[config.mk]
export PLATFORM = sky130hd
export DESIGN_NAME = pce_cell
export DESIGN_NICKNAME = d
export VERILOG_FILES = /design/src/hw/rtl/pce_pkg.sv /design/src/hw/rtl/pce_cell.sv
export SDC_FILE = /design/constraint.sdc
export NUM_CORES = 1
export LEC_CHECK = 0
export ABC_AREA = 1
export BUFFER_PORTS_ARGS = -buffer_cell sky130_fd_sc_hd__buf_2
export CAP_MARGIN = 20
export CELL_PAD_IN_SITES_DETAIL_PLACEMENT = 1
export CELL_PAD_IN_SITES_GLOBAL_PLACEMENT = 2
export CORE_MARGIN = 2
export CORE_UTILIZATION = 32
export CTS_BUF_LIST = sky130_fd_sc_hd__clkbuf_16
export CTS_CLUSTER_SIZE = 14
export DETAILED_ROUTE_END_ITERATION = 12
export GPL_TIMING_DRIVEN = 0
export PLACE_DENSITY_LB_ADDON = 0.1
export SLEW_MARGIN = 0
export SYNTH_ARGS = -nofsm -noshare
export SYNTH_HDL_FRONTEND = slang
export SYNTH_SLANG_ARGS = --single-unit
[constraint.sdc]
create_clock -name clk -period 0.8 [get_ports clk]
set_input_delay 0.08 -clock clk [delete_from_list [all_inputs] [get_ports clk]]
set_output_delay 0.08 -clock clk [all_outputs]
set_load 0.05 [all_outputs]
[src/hw/rtl/pce_pkg.sv]
// Types, constants, palette table and quantizer for the palette color encoder.
package pce_pkg;

	localparam int NUM_ENTRIES = 64;
	localparam int IDX_W       = 6;
	localparam int DIST_W      = 18;

	typedef enum logic [2:0] {
		FMT_UNKNOWN  = 3'd0,
		FMT_INDEXED6 = 3'd1,
		FMT_RGB555LE = 3'd2,
		FMT_CRAM9BE  = 3'd3,
		FMT_CRAM6    = 3'd4,
		FMT_RGB444LE = 3'd5
	} fmt_t;

	typedef struct packed {
		logic              valid;
		logic [23:0]       rgb;
		logic [IDX_W-1:0]  best_idx;
		logic [DIST_W-1:0] best_dist;
	} pce_chain_t;

	localparam logic [23:0] PALETTE [NUM_ENTRIES] = '{
		24'h7C7C7C, 24'h0000FC, 24'h0000BC, 24'h4428BC, 24'h940084, 24'hA80020, 24'hA81000,
		24'h881400, 24'h503000, 24'h007800, 24'h006800, 24'h005800, 24'h004058, 24'h000000,
		24'h000000, 24'h000000, 24'hBCBCBC, 24'h0078F8, 24'h0058F8, 24'h6844FC, 24'hD800CC,
		24'hE40058, 24'hF83800, 24'hE45C10, 24'hAC7C00, 24'h00B800, 24'h00A800, 24'h00A844,
		24'h008888, 24'h000000, 24'h000000, 24'h000000, 24'hF8F8F8, 24'h3CBCFC, 24'h6888FC,
		24'h9878F8, 24'hF878F8, 24'hF85898, 24'hF87858, 24'hFCA044, 24'hF8B800, 24'hB8F818,
		24'h58D854, 24'h58F898, 24'h00E8D8, 24'h787878, 24'h000000, 24'h000000, 24'hFCFCFC,
		24'hA4E4FC, 24'hB8B8F8, 24'hD8B8F8, 24'hF8B8F8, 24'hF8A4C0, 24'hF0D0B0, 24'hFCE0A8,
		24'hF8D878, 24'hD8F878, 24'hB8F8B8, 24'hB8F8D8, 24'h00FCFC, 24'hF8D8F8, 24'h000000,
		24'h000000
	};

	// (v*m + 127) / 255 for m <= 31; x/255 = (x + (x>>8) + 1) >> 8 for x < 65535
	function automatic logic [4:0] quant(input logic [7:0] v, input logic [4:0] m);
		logic [15:0] x;
		logic [15:0] y;
		x = 16'(v) * 16'(m) + 16'd127;
		y = x + (x >> 8) + 16'd1;
		return y[12:8];
	endfunction

	function automatic logic [DIST_W-1:0] sqdiff(input logic [7:0] a, input logic [7:0] b);
		logic [7:0]  d;
		logic [15:0] sq;
		d  = (a > b) ? a - b : b - a;
		sq = 16'(d) * 16'(d);
		return DIST_W'(sq);
	endfunction

endpackage

[src/hw/rtl/pce_cell.sv]
// One search cell: compares the passing color against its own palette entry.
module pce_cell (
	input  logic                 clk,
	input  logic                 arst_n,
	input  logic                 en,
	input  logic [23:0]          entry_rgb,
	input  logic [5:0]           entry_idx,
	input  pce_pkg::pce_chain_t  chain_in,
	output pce_pkg::pce_chain_t  chain_q
);
	import pce_pkg::*;

	logic [DIST_W-1:0] sq_sum;
	pce_chain_t        chain_d;

	always_comb begin
		sq_sum = sqdiff(entry_rgb[23:16], chain_in.rgb[23:16])
		       + sqdiff(entry_rgb[15:8], chain_in.rgb[15:8])
		       + sqdiff(entry_rgb[7:0], chain_in.rgb[7:0]);
		chain_d = chain_in;
		// strict compare keeps the lowest index on ties
		if (sq_sum < chain_in.best_dist) begin
			chain_d.best_dist = sq_sum;
			chain_d.best_idx  = entry_idx;
		end
	end

	always_ff @(posedge clk or negedge arst_n) begin
		if (!arst_n) begin
			chain_q <= '0;
		end else if (en) begin
			chain_q <= chain_d;
		end
	end

endmodule

==> summary.txt <==
STA
  – Count of endpoints failing setup in the final report: 73
  – Setup repair after global routing missed its margin: yes
  – Final hold viol count: 15
  – Worst Setup Slack, final: -6760 ps
  – Portion of the clock cycle consumed by the worst path in the final layout: 945%
  – Slew margin rel.: 50.1%
  – Maximum frequency from static timing analysis: 132 MHz
  – Post-layout min period: 7560 ps
  – Count of final max-slew check failures: 0
  – Worst-case clock skew: 0 ps
  – Transition time at the pin with the least slew margin: 748 ps
  – Post-route worst hold slack: -289 ps

Worst setup path
  – Library cell contributing the largest single delay on the critical path: sky130_fd_sc_hd__fa_1
  – Slowest stage delay, CP: 610 ps
  – Classification of the worst setup path: primary input to flop
  – Critical Path AT: 7760 ps
  – CP Launch Type: primary input
  – Worst-path maximum fanout: 8
  – Required time at the endpoint of the critical path: 1000 ps
  – Most prevalent standard cell on the critical path: sky130_fd_sc_hd__fa_1
  – Endpoint type of the worst setup path: flop

Clocking
  – Number of buffers on the longest clock path: 2
  – CTS tree: built
  – Hold Buf Count CTS: 1
  – Total number of clock tree sinks: 49
  – Skew-Pair Late Insertion Delay: 310 ps
  – Clock slew at reported path FFs: 70 ps
  – Number of buffers inserted during clock tree synthesis: 5
  – Clock tree root driver cell: sky130_fd_sc_hd__clkbuf_16
  – CTS H-Tree Depth: 2

Cells and area
  – Ratio of cells with drive above 1 in the final layout: 38.8%
  – Largest register FFs: 49
  – Area growth syn-to-layout: 44.4%
  – Layout Nets: 2113
  – Seq. cell area: 1260 sq um
  – Final cell count without fillers: 2200
  – Total area of multi-input combinational cells: 9680 sq um
  – Fillcell total: 4000
  – Biggest registers after layout: chain_q (49)
  – Total inserted antenna cells: 0
  – Register with the highest flop count: chain_q

Place
  – Port bufs: 130
  – Placer congestion estimate: 0.821
  – Placed cells: 2049
  – Detail Placement HPWL: 26600 um

Floorplanning
  – I/O pin cnt: 131
  – Core Box Area: 33400 sq um
  – Die W: 188 um
  – Row count: 67
  – Initial core utilization: 32.3%
  – Die area: 35300 sq um
  – DIE HEIGHT: 188 um

Yosys
  – Portion of netlist area occupied by mux cells: 0%
  – Share of synthesized cell area in and, or, nand and nor gates: 23.9%
  – Post-Synthesis Mean Instance Area: 7.36 sq um
  – Synth Area in Compound Gates: 5.62%
  – Fraction of the yosys area taken by sequential cells: 11.3%
  – Top cell type's share of synthesized area: 25.7%
  – Post-synthesis cell type count: 34
  – Top area cells in the synthesized netlist: sky130_fd_sc_hd__fa_1 26%, sky130_fd_sc_hd__ha_1 16%, sky130_fd_sc_hd__inv_1 13%
  – Biggest area consumer among synthesized cells: sky130_fd_sc_hd__fa_1
  – Synthesized Nets: 1832
  – Synthesized-area fraction occupied by adder cells: 42.0%
  – Number of synthesized register bits: 49
  – Dominant combinational cell family by area after synthesis: adder cells
  – Post-Syn Instances: 1470
  – XOR/XNOR Fraction of Synth Area: 2.51%
  – Mapped cell area: 10800 sq um
  – Yosys warns: 0

Outcome
  – Run status: finished, violations left
  – Violations in the final reports: negative hold slack, negative setup slack

Global routing
  – Number of global-route vias before repair: 10656
  – Global route overflow: 0
  – Total Routing Usage GR: 19.1%
  – Wire length of the first global-routing pass: 54100 um
  – Antenna violations before repair: 0
  – Largest net degree at the start of global routing: 35

Job
  – Number of max-cap violations: 0

Drt
  – Post-DR wirelength/cell: 15.0 um
  – Post-detailed-route count of antenna-violating nets: 0
  – Detailed-route DRC error count: 0
  – Via count of the routed design: 9906
  – Detailed-routing iteration count for the pre-antenna-repair pass: 4
  – Wirelength, routed: 33100 um
  – Number of design-rule violations left by the first detailed-router iteration: 297
  – Average via count per standard cell: 4.50

Hold path
  – Path category of the worst min-delay check: primary input to asynchronous set/reset pin
-- cell families after synthesis --
logic type               count (synthesis)
AO/OA/AOI/OAI                          106
flip-flops                              49
XOR/XNOR                                31
AND/OR/NAND/NOR                        593
adder cells (fa/ha/maj)                280
buffers and inverters                  411
-- cell usage after synthesis --
cell,instances
sky130_fd_sc_hd__xnor2_1,12
sky130_fd_sc_hd__dfrtp_1,49
sky130_fd_sc_hd__o21ai_0,43
sky130_fd_sc_hd__nor3_1,4
sky130_fd_sc_hd__nand2_4,14
sky130_fd_sc_hd__inv_1,375
sky130_fd_sc_hd__fa_1,139
sky130_fd_sc_hd__buf_4,5
sky130_fd_sc_hd__o21ai_1,1
sky130_fd_sc_hd__buf_1,4
sky130_fd_sc_hd__o21a_1,7
sky130_fd_sc_hd__nor2_4,1
sky130_fd_sc_hd__or2_2,4
sky130_fd_sc_hd__inv_4,3
sky130_fd_sc_hd__nand4_2,1
sky130_fd_sc_hd__inv_2,10
sky130_fd_sc_hd__o21ai_2,1
sky130_fd_sc_hd__o21ai_4,3
sky130_fd_sc_hd__o21bai_1,6
sky130_fd_sc_hd__nand4_1,15
sky130_fd_sc_hd__nor2_2,16
sky130_fd_sc_hd__clkbuf_1,7
sky130_fd_sc_hd__a21o_1,3
sky130_fd_sc_hd__nand3_1,54
sky130_fd_sc_hd__and2_1,2
sky130_fd_sc_hd__nand3_2,1
sky130_fd_sc_hd__buf_2,7
sky130_fd_sc_hd__a21oi_1,42
sky130_fd_sc_hd__nor2_1,104
sky130_fd_sc_hd__nand2_2,26
sky130_fd_sc_hd__xor2_1,19
sky130_fd_sc_hd__ha_1,141
sky130_fd_sc_hd__nand2_1,350
sky130_fd_sc_hd__nand3b_1,1
-- cell usage in the layout (no fill, tap or decap), types with 4 or more instances in the layout --
master,n
sky130_fd_sc_hd__a21oi_2,10
sky130_fd_sc_hd__inv_2,39
sky130_fd_sc_hd__dfrtp_1,24
sky130_fd_sc_hd__o21bai_1,4
sky130_fd_sc_hd__o21ai_1,15
sky130_fd_sc_hd__nor2_1,75
sky130_fd_sc_hd__nor2_4,24
sky130_fd_sc_hd__nand2_2,75
sky130_fd_sc_hd__o21ai_2,8
sky130_fd_sc_hd__buf_2,80
sky130_fd_sc_hd__buf_12,7
sky130_fd_sc_hd__fa_2,18
sky130_fd_sc_hd__or2_2,4
sky130_fd_sc_hd__o21a_1,7
sky130_fd_sc_hd__nand2_1,260
sky130_fd_sc_hd__buf_6,73
sky130_fd_sc_hd__ha_2,4
sky130_fd_sc_hd__nand3_2,11
sky130_fd_sc_hd__buf_4,123
sky130_fd_sc_hd__fa_1,121
sky130_fd_sc_hd__inv_1,327
sky130_fd_sc_hd__ha_4,33
sky130_fd_sc_hd__inv_4,15
sky130_fd_sc_hd__a21oi_4,4
sky130_fd_sc_hd__xor2_1,16
sky130_fd_sc_hd__o21ai_0,22
sky130_fd_sc_hd__nand2_4,36
sky130_fd_sc_hd__clkbuf_16,6
sky130_fd_sc_hd__nand4_1,15
sky130_fd_sc_hd__xnor2_2,4
sky130_fd_sc_hd__xnor2_1,8
sky130_fd_sc_hd__a21oi_1,28
sky130_fd_sc_hd__nand3_1,38
sky130_fd_sc_hd__nand3_4,6
sky130_fd_sc_hd__ha_1,104
sky130_fd_sc_hd__nor2_2,22
sky130_fd_sc_hd__nand2_8,22
sky130_fd_sc_hd__dfrtp_2,25
-- layer usage --
metal	wire length [um]	GRT usage (%)	up-vias	part of all wire [%]
met5	0	0	-	0
met4	301	3.21	0	0.91
met3	608	1.24	13	1.8
met2	16600	33.5	82	50
met1	15600	26.3	4896	47
li1	-	-	4915	-
-- final cells by class --
cell class | count | area share, %
plain buffers | 22 | 1.27
clock buffers | 5 | 0.801
clock inverters | 3 | 0.112
inverters | 388 | 10.0
multi-input cells | 1013 | 61.9
flip-flops and latches | 49 | 8.05
well taps | 448 | 3.59
repair buffers | 272 | 14.2
-- what timing repair did --
item	CTS	global route
pin swaps	81	103
resized for setup	271	215
buffers inserted	79	58
endpoints found under the setup margin	98	94
hold endpoints to repair	16	15
gates cloned	5	1
-- worst paths after layout --
path / start / end / slack [ps] / cells past startpoint
worst max-delay path: chain_in[34] / chain_q[3] / -6760 / 40
worst min-delay path: arst_n / chain_q[37] / -290 / 1
worst max register to register: chain_q[4] / chain_q[4] / -70 / 4
worst min register to register: chain_q[48] / chain_q[48] / 500 / 2
max in group asynchronous: arst_n / chain_q[48] / 510 / 2
min in group clk: entry_idx[1] / chain_q[19] / 30 / 3
-- per-stage QoR --
step	setup TNS, ps	worst slack [ps]	utilization, %	instance area (sq um)
4_1_cts	-169070	-6770	42.7	14300
3_3_place_gp	-217550	-7630	37.2	12500
2_1_floorplan	-150040	-6280	-	11200
6_report	-168310	-6760	46.7	15600
5_1_grt	-178270	-7120	46.7	15600
3_5_place_dp	-195620	-7670	37.3	12500
-- worst max-delay path: cells and delay by family --
kind | cells | cell delay (ps)
AO/OA/AOI/OAI | 3 | 450
adder cells (fa/ha/maj) | 10 | 4400
buffers and inverters | 9 | 920
AND/OR/NAND/NOR | 18 | 1890
Power is not shown: default switching activity piles up to over one toggle a cycle in this logic, so the estimate is an artifact.
