==> src/hw/rtl/pce_pkg.sv <==
// Types, constants, palette table and quantizer for the palette color encoder.
package pce_pkg;

	localparam int NUM_ENTRIES = 64;
	localparam int IDX_W       = 6;
	localparam int DIST_W      = 18;

	typedef enum logic [2:0] {
		FMT_UNKNOWN  = 3'd0,
		FMT_INDEXED6 = 3'd1,
		FMT_RGB555LE = 3'd2,
		FMT_CRAM9BE  = 3'd3,
		FMT_CRAM6    = 3'd4,
		FMT_RGB444LE = 3'd5
	} fmt_t;

	typedef struct packed {
		logic              valid;
		logic [23:0]       rgb;
		logic [IDX_W-1:0]  best_idx;
		logic [DIST_W-1:0] best_dist;
	} pce_chain_t;

	localparam logic [23:0] PALETTE [NUM_ENTRIES] = '{
		24'h7C7C7C, 24'h0000FC, 24'h0000BC, 24'h4428BC, 24'h940084, 24'hA80020, 24'hA81000,
		24'h881400, 24'h503000, 24'h007800, 24'h006800, 24'h005800, 24'h004058, 24'h000000,
		24'h000000, 24'h000000, 24'hBCBCBC, 24'h0078F8, 24'h0058F8, 24'h6844FC, 24'hD800CC,
		24'hE40058, 24'hF83800, 24'hE45C10, 24'hAC7C00, 24'h00B800, 24'h00A800, 24'h00A844,
		24'h008888, 24'h000000, 24'h000000, 24'h000000, 24'hF8F8F8, 24'h3CBCFC, 24'h6888FC,
		24'h9878F8, 24'hF878F8, 24'hF85898, 24'hF87858, 24'hFCA044, 24'hF8B800, 24'hB8F818,
		24'h58D854, 24'h58F898, 24'h00E8D8, 24'h787878, 24'h000000, 24'h000000, 24'hFCFCFC,
		24'hA4E4FC, 24'hB8B8F8, 24'hD8B8F8, 24'hF8B8F8, 24'hF8A4C0, 24'hF0D0B0, 24'hFCE0A8,
		24'hF8D878, 24'hD8F878, 24'hB8F8B8, 24'hB8F8D8, 24'h00FCFC, 24'hF8D8F8, 24'h000000,
		24'h000000
	};

	// (v*m + 127) / 255 for m <= 31; x/255 = (x + (x>>8) + 1) >> 8 for x < 65535
	function automatic logic [4:0] quant(input logic [7:0] v, input logic [4:0] m);
		logic [15:0] x;
		logic [15:0] y;
		x = 16'(v) * 16'(m) + 16'd127;
		y = x + (x >> 8) + 16'd1;
		return y[12:8];
	endfunction

	function automatic logic [DIST_W-1:0] sqdiff(input logic [7:0] a, input logic [7:0] b);
		logic [7:0]  d;
		logic [15:0] sq;
		d  = (a > b) ? a - b : b - a;
		sq = 16'(d) * 16'(d);
		return DIST_W'(sq);
	endfunction

endpackage

==> src/hw/rtl/pce_pack.sv <==
// Quantizes the channels and packs the bytes in the selected storage format.
module pce_pack (
	input  logic [2:0]  fmt,
	input  logic [23:0] rgb,
	input  logic [5:0]  best_idx,
	output logic [7:0]  first_byte,
	output logic [7:0]  second_byte,
	output logic [1:0]  byte_count
);
	import pce_pkg::*;

	logic [4:0] r5, g5, b5;
	logic [4:0] r3, g3, b3;
	logic [4:0] r2, g2, b2;
	logic [4:0] r4, g4, b4;

	always_comb begin
		r5 = quant(rgb[23:16], 5'd31);
		g5 = quant(rgb[15:8], 5'd31);
		b5 = quant(rgb[7:0], 5'd31);
		r3 = quant(rgb[23:16], 5'd7);
		g3 = quant(rgb[15:8], 5'd7);
		b3 = quant(rgb[7:0], 5'd7);
		r2 = quant(rgb[23:16], 5'd3);
		g2 = quant(rgb[15:8], 5'd3);
		b2 = quant(rgb[7:0], 5'd3);
		r4 = quant(rgb[23:16], 5'd15);
		g4 = quant(rgb[15:8], 5'd15);
		b4 = quant(rgb[7:0], 5'd15);

		first_byte  = '0;
		second_byte = '0;
		byte_count  = 2'd0;
		case (fmt_t'(fmt))
			FMT_INDEXED6: begin
				first_byte = {2'b00, best_idx};
				byte_count = 2'd1;
			end
			FMT_RGB555LE: begin
				first_byte  = {g5[2:0], r5};
				second_byte = {1'b0, b5, g5[4:3]};
				byte_count  = 2'd2;
			end
			FMT_CRAM9BE: begin
				// high byte first
				first_byte  = {4'b0000, b3[2:0], 1'b0};
				second_byte = {g3[2:0], 1'b0, r3[2:0], 1'b0};
				byte_count  = 2'd2;
			end
			FMT_CRAM6: begin
				first_byte = {2'b00, b2[1:0], g2[1:0], r2[1:0]};
				byte_count = 2'd1;
			end
			FMT_RGB444LE: begin
				first_byte  = {g4[3:0], r4[3:0]};
				second_byte = {4'b0000, b4[3:0]};
				byte_count  = 2'd2;
			end
			default: begin
				byte_count = 2'd0;
			end
		endcase
	end

endmodule

==> config.mk <==
export PLATFORM = sky130hd
export DESIGN_NAME = pce_pack
export DESIGN_NICKNAME = d
export VERILOG_FILES = /design/src/hw/rtl/pce_pkg.sv /design/src/hw/rtl/pce_pack.sv
export SDC_FILE = /design/constraint.sdc
export NUM_CORES = 1
export LEC_CHECK = 0
export BUFFER_PORTS_ARGS = -buffer_cell sky130_fd_sc_hd__buf_4
export CORE_AREA = 2 2 223 115
export DETAILED_ROUTE_END_ITERATION = 10
export DIE_AREA = 0 0 225 117
export SLEW_MARGIN = 15
export SYNTH_ARGS = -nofsm -noshare
export SYNTH_HDL_FRONTEND = slang
export SYNTH_SLANG_ARGS = --single-unit
==> constraint.sdc <==
create_clock -name vclk -period 10.75
set_clock_uncertainty 0.05 [all_clocks]
set_input_delay 2.15 -clock vclk [all_inputs]
set_output_delay 2.15 -clock vclk [all_outputs]
set_load 0.1 [all_outputs]
==> results of run 1 <==
-- cell usage after synthesis (all sizes together), types with 9 or more instances --
cell type,number
and3,13
nand4,11
o21bai,11
nor3,27
clkbuf,9
xnor2,57
inv,204
o31ai,9
a21o,40
o311ai,9
mux2i,14
a211oi,12
o211ai,12
o21a,18
or2,10
a211o,9
nor2,36
fa,83
nand3,26
a21oi,80
xor2,35
o21ai,62
ha,190
o22ai,10
nand2b,18
nor2b,19
nand2,49
-- cell type report --
class	instances	area, µm²	share of cell area
Multi-Input combinational cell	986	8890	0.8420
Inverter	205	769.5	0.07288
Timing Repair Buffer	66	495.5	0.04693
Tap cell	322	402.9	0.03816
-- stage by stage --
stage | hold WS, ns | cell area [µm²] | utilization
floorplan | 4.754 | 9692 | -
global placement | 4.691 | 10540 | 0.4290
detailed placement | 4.699 | 10540 | 0.4290
CTS | 4.699 | 10540 | 0.4290
global route | 4.724 | 10560 | 0.4297
finish | 4.710 | 10560 | 0.4297
-- how the worst max path moves through the flow --
stage	endpoint	startpoint	slack, ns	cells past startpoint
finish	first_byte[0]	rgb[17]	0.51	25
global route	first_byte[7]	rgb[9]	0.07	25
CTS	second_byte[6]	rgb[0]	0.41	26
detailed placement	first_byte[7]	rgb[9]	0.44	25
global placement	first_byte[7]	rgb[9]	0.50	25
floorplan	second_byte[6]	rgb[0]	0.04	25
-- power by group through the flow --
stage / clock network, W / registers, W / logic (W)
final: 0 / 0 / 0.00223
after global routing: 0 / 0 / 0.00248
after detailed placement: 0 / 0 / 0.00219
after CTS: 0 / 0 / 0.00220
after global placement: 0 / 0 / 0.00218
after floorplan: 0 / 0 / 0.00168
-- layer usage --
metal	up-vias	wire [µm]	GRT usage
met5	-	13	0
met4	2	136	0.01104
met3	12	1910	0.03595
met2	247	9995	0.2737
met1	4148	15800	0.3593
li1	4403	-	-
-- cells by family after synthesis --
group           count (synthesis)  synth area share
buf+inv                       216           0.08458
mux                            22           0.02380
xor+xnor                       92           0.08329
simple gates                  255            0.1454
fa+ha+maj                     273            0.4175
compound gates                344            0.2455
-- repair_timing --
item / in CTS / in global routing
setup endpoints to repair: 0 / 5
resized for setup: 0 / 4
setup buffers: 0 / 0
==> impl_results.md, run 1 <==
- Status: complete, no violations
- Crit end category: primary output
- Worst setup slack after placement: 0.4394 ns
- Drt wl/cell: 17.64 µm
- Post-CTS Hold Fix Bufs: 0
- Hold Startpoint: fmt[2]
- Final std cells w/o fill: 1579
- VDD IR-drop max: 0.1027 mV
- GP Congestion: 0.9460
- DRC errors left: 0
- Unrepaired setup endpoints after global routing: false
- Number of global-route vias before repair: 7928
- WHS Path Cells: 3
- Sequential share of the synthesized area: 0
- Die outline width: 225 µm
- Commonest cells after routing, fill and taps aside: 204 x inv_1, 190 x ha_1, 83 x fa_1, 79 x a21oi_1, 66 x buf_4
- Detailed Routing Iterations Pass 1: 5
- Syn Nets: 1508
- Sequential cell count: 0
- Tot GR Track Use: 0.2110
- Post-route setup slack: 0.5058 ns
- Fin crit period: 10.24 ns
- Layout cells sized above 1: 0.08910
- Die area: 0.02633 mm²
- GRT overflow: 0
- Leading area contributor after synthesis: ha_1
- Max-slew violation count: 0
- Yosys warns: 0
- Internal cell power: 0.0008830 W
- IO Pins: 51
- Final setup violation count: 0
- Synth unique cells: 88
- CP startpoint kind: input port
- Netlist Area Pre-Place: 0.009674 mm²
- Placed Cells: 1579
- Worst Hold Class: in -> out
- Combinational share of power: 1.000
- Die height: 117 µm
- Diode count: 0
- Critical Path Fanout Max: 8
- WS Path Type: in -> out
- Max-Cap Viols: 0
- Final hold vios: 0
- Nets: 1565
- Hold EP: byte_count[1]
- Port bufs: 51
- # clk buffers: 0
- Pleak: 5.197 nW
- Max Fclk: 97.62 MHz
- CP Data Required Time: 8.55 ns
- Final wirelength: 27.85 mm
- Rows: 41
- FF/Latch Area: 0 µm²
- Delay of the slowest cell on the worst path: 0.53 ns
- Seq pwr share: 0
- Top cells by area, synth: ha_1 25%, fa_1 17%, inv_1 7.9%
- DR iter-0 viols: 698
- Global-route wire length before repair: 43.99 mm
- Clock Power Share: 0
- Cell with the largest stage delay on the worst path: fa_1
- Avg Cell Area, Syn: 8.048 µm²
- Crit path DAT: 8.04 ns
- Rel. slew slack: 0.4107
- Switching Fraction: 0.6048
- Delay-heaviest family, CP: compound AO/OA/AOI/OAI gates
- Final period util: 0.9530
- Worst path buffer plus inverter count: 6
- Vias/cell: 5.581
- Mapped Cells: 1202
- DP HPWL: 24.76 mm
- Power Density: 211.6 mW/mm²
- Starting Density: 0.3937
- Number of fill cells: 2475
- Antenna violations before repair: 1
- Most common cell after layout, fill and taps aside: inv_1
- Largest net degree at the start of global routing: 12
- Synth top area share: 0.2457
- Core area: 0.02457 mm²
- Setup TNS: 0 ns
- Synthesis-to-layout area growth: 9.131%
- Tot Pwr: 0.002234 W
- Final ANT Viol Nets: 0
- Vias: 8812
- Slew @ Worst Pin: 0.8821 ns
- Switch Pwr: 0.001351 W
(Power assumes the default switching activity.)
==> run 2, diff against run 1 <==
--- a/config.mk
+++ b/config.mk
@@ -5,10 +5,13 @@
 export SDC_FILE = /design/constraint.sdc
 export NUM_CORES = 1
 export LEC_CHECK = 0
-export BUFFER_PORTS_ARGS = -buffer_cell sky130_fd_sc_hd__buf_4
+export BUFFER_PORTS_ARGS = -buffer_cell sky130_fd_sc_hd__buf_2
+export CELL_PAD_IN_SITES_DETAIL_PLACEMENT = 1
+export CELL_PAD_IN_SITES_GLOBAL_PLACEMENT = 1
 export CORE_AREA = 2 2 223 115
 export DETAILED_ROUTE_END_ITERATION = 10
 export DIE_AREA = 0 0 225 117
+export PLACE_DENSITY_LB_ADDON = 0.1
 export SLEW_MARGIN = 15
 export SYNTH_ARGS = -nofsm -noshare
 export SYNTH_HDL_FRONTEND = slang
==> run 2 against run 1 <==
Effect of this change: routed wire length grew 16%; non-clock buffer count shrank 1; largest power group unchanged; cell count is essentially flat; highest routed layer is now met4; worst setup slack lost 0.19 ns; die area is the same; sequential share of layout area is the same.
==> impl_results.md, run 2 (same netlist as run 1, synthesis figures left out) <==
- Status: complete, no violations (unchanged)
- CP startpoint kind: input port (unchanged)
- Diode count: 0 (unchanged)
- Crit path DAT: 8.23 ns (was 8.04 ns)
- Multi-input logic area: 0.008890 mm² (unchanged)
- Vias: 8995 (was 8812)
- Layout cells sized above 1: 0.08838 (was 0.08910)
- Final std cells w/o fill: 1578 (was 1579)
- Hold_ws: 4.828 ns (was 4.710 ns)
- Antenna violations before repair: 0 (was 1)
- Setup TNS: 0 ns (unchanged)
- Tot GR Track Use: 0.2494 (was 0.2110)
- Internal cell power: 0.0009027 W (was 0.0008830 W)
- Critical Path Fanout Max: 6 (was 8)
- Max Fclk: 95.84 MHz (was 97.62 MHz)
- Pleak: 5.198 nW (was 5.197 nW)
- Rel. slew slack: 0.3377 (was 0.4107)
- Die area: 0.02633 mm² (unchanged)
- Placed Cells: 1578 (was 1579)
- Unrepaired setup endpoints after global routing: false (unchanged)
- GP Congestion: 0.9065 (was 0.9460)
- Final hold vios: 0 (unchanged)
- Cell with the largest stage delay on the worst path: fa_1 (unchanged)
- Synthesis-to-layout area growth: 9.442% (was 9.131%)
- FF/Latch Area: 0 µm² (unchanged)
- Vias/cell: 5.700 (was 5.581)
- Delay of the slowest cell on the worst path: 0.56 ns (was 0.53 ns)
- Met3 GRT Util: 0.02721 (was 0.03595)
- Rows: 41 (unchanged)
- Commonest cells after routing, fill and taps aside: 204 x inv_1, 190 x ha_1, 83 x fa_1, 79 x a21oi_1, 57 x o21ai_0 (was 204 x inv_1, 190 x ha_1, 83 x fa_1, 79 x a21oi_1, 66 x buf_4)
- Power Density: 220.0 mW/mm² (was 211.6 mW/mm²)
- Detailed Routing Iterations Pass 1: 5 (unchanged)
- Port bufs: 51 (unchanged)
- Fin crit period: 10.43 ns (was 10.24 ns)
- Combinational share of power: 1.000 (about the same)
- Slew @ Worst Pin: 0.9914 ns (was 0.8821 ns)
- Final period util: 0.9706 (was 0.9530)
- Global routing's busiest layer: met1 (unchanged)
- Seq pwr share: 0 (about the same)
- Max-Cap Viols: 0 (unchanged)
- VDD IR-drop max: 0.08133 mV (was 0.1027 mV)
- GRT overflow: 0 (unchanged)
- Largest net degree at the start of global routing: 12 (unchanged)
- DP HPWL: 29.18 mm (was 24.76 mm)
- Switch Pwr: 0.001426 W (was 0.001351 W)
- DR iter-0 viols: 525 (was 698)
- DRC errors left: 0 (unchanged)
- Final setup violation count: 0 (unchanged)
- Drt wl/cell: 20.54 µm (was 17.64 µm)
- Number of global-route vias before repair: 8833 (was 7928)
- Sequential cell count: 0 (unchanged)
- # clk buffers: 0 (unchanged)
- M1 GR Usage: 0.4280 (was 0.3593)
- Final ANT Viol Nets: 0 (unchanged)
- Die height: 117 µm (unchanged)
- Die outline width: 225 µm (unchanged)
- Switching Fraction: 0.6124 (was 0.6048)
- Most common cell after layout, fill and taps aside: inv_1 (unchanged)
- GR Util met2: 0.3360 (was 0.2737)
- Clock Power Share: 0 (about the same)
- IO Pins: 51 (unchanged)
- Global-route wire length before repair: 51.04 mm (was 43.99 mm)
- Tot Pwr: 0.002329 W (was 0.002234 W)
- Max-slew violation count: 0 (unchanged)
- Final wirelength: 32.41 mm (was 27.85 mm)
- Worst Hold Class: in -> out (unchanged)
- Nets: 1564 (was 1565)
- Core area: 0.02457 mm² (unchanged)
- Delay-heaviest family, CP: adder cells (was compound AO/OA/AOI/OAI gates)
- Most frequent CP cell: inv_1
- CP Data Required Time: 8.55 ns (about the same)
- WS Path Type: in -> out (unchanged)
- Number of fill cells: 3008 (was 2475)
- Starting Density: 0.3937 (unchanged)
- Crit end category: primary output (unchanged)
- Worst path buffer plus inverter count: 8 (was 6)
-- run 2: worst paths after layout --
path                   startpoint             to  cells after the start
worst min-delay path  best_idx[4]  first_byte[4]                      5
worst max-delay path      rgb[21]  first_byte[4]                     25
-- run 2: what timing repair did --
| action | CTS | global route |
|---|---|---|
| gates resized for setup | 0 | 5 |
| buffers inserted | 0 | 0 |
| hold buffers | 0 | 0 |
| endpoints found under the setup margin | 0 | 4 |
-- run 2: through the flow --
stage / worst slack [ns] / util / area [µm²]
floorplan: 0.04470 / - / 9692
global placement: 0.4493 / 0.4302 / 10570
detailed placement: 0.3514 / 0.4302 / 10570
CTS: 0.3287 / 0.4302 / 10570
global route: 0.009011 / 0.4309 / 10590
finish: 0.3163 / 0.4309 / 10590
-- run 2: metal layers --
| metal | vias up | wire length, µm |
|---|---|---|
| li1 | 4404 | - |
| met1 | 4440 | 18880 |
| met2 | 149 | 11850 |
| met3 | 2 | 1658 |
| met4 | 0 | 35 |
| met5 | - | 0 |
-- run 2: area by class of cell --
cell class,instances,share of cell area
multi-input cells,986,0.8396
well taps,322,0.03805
repair buffers,65,0.04963
inverters,205,0.07268
-- run 2: power groups by stage --
stage | Clock [W] | Sequential, W | Combinational, W
floorplan | 0 | 0 | 0.00168
global placement | 0 | 0 | 0.00224
detailed placement | 0 | 0 | 0.00229
CTS | 0 | 0 | 0.00230
global route | 0 | 0 | 0.00258
finish | 0 | 0 | 0.00233
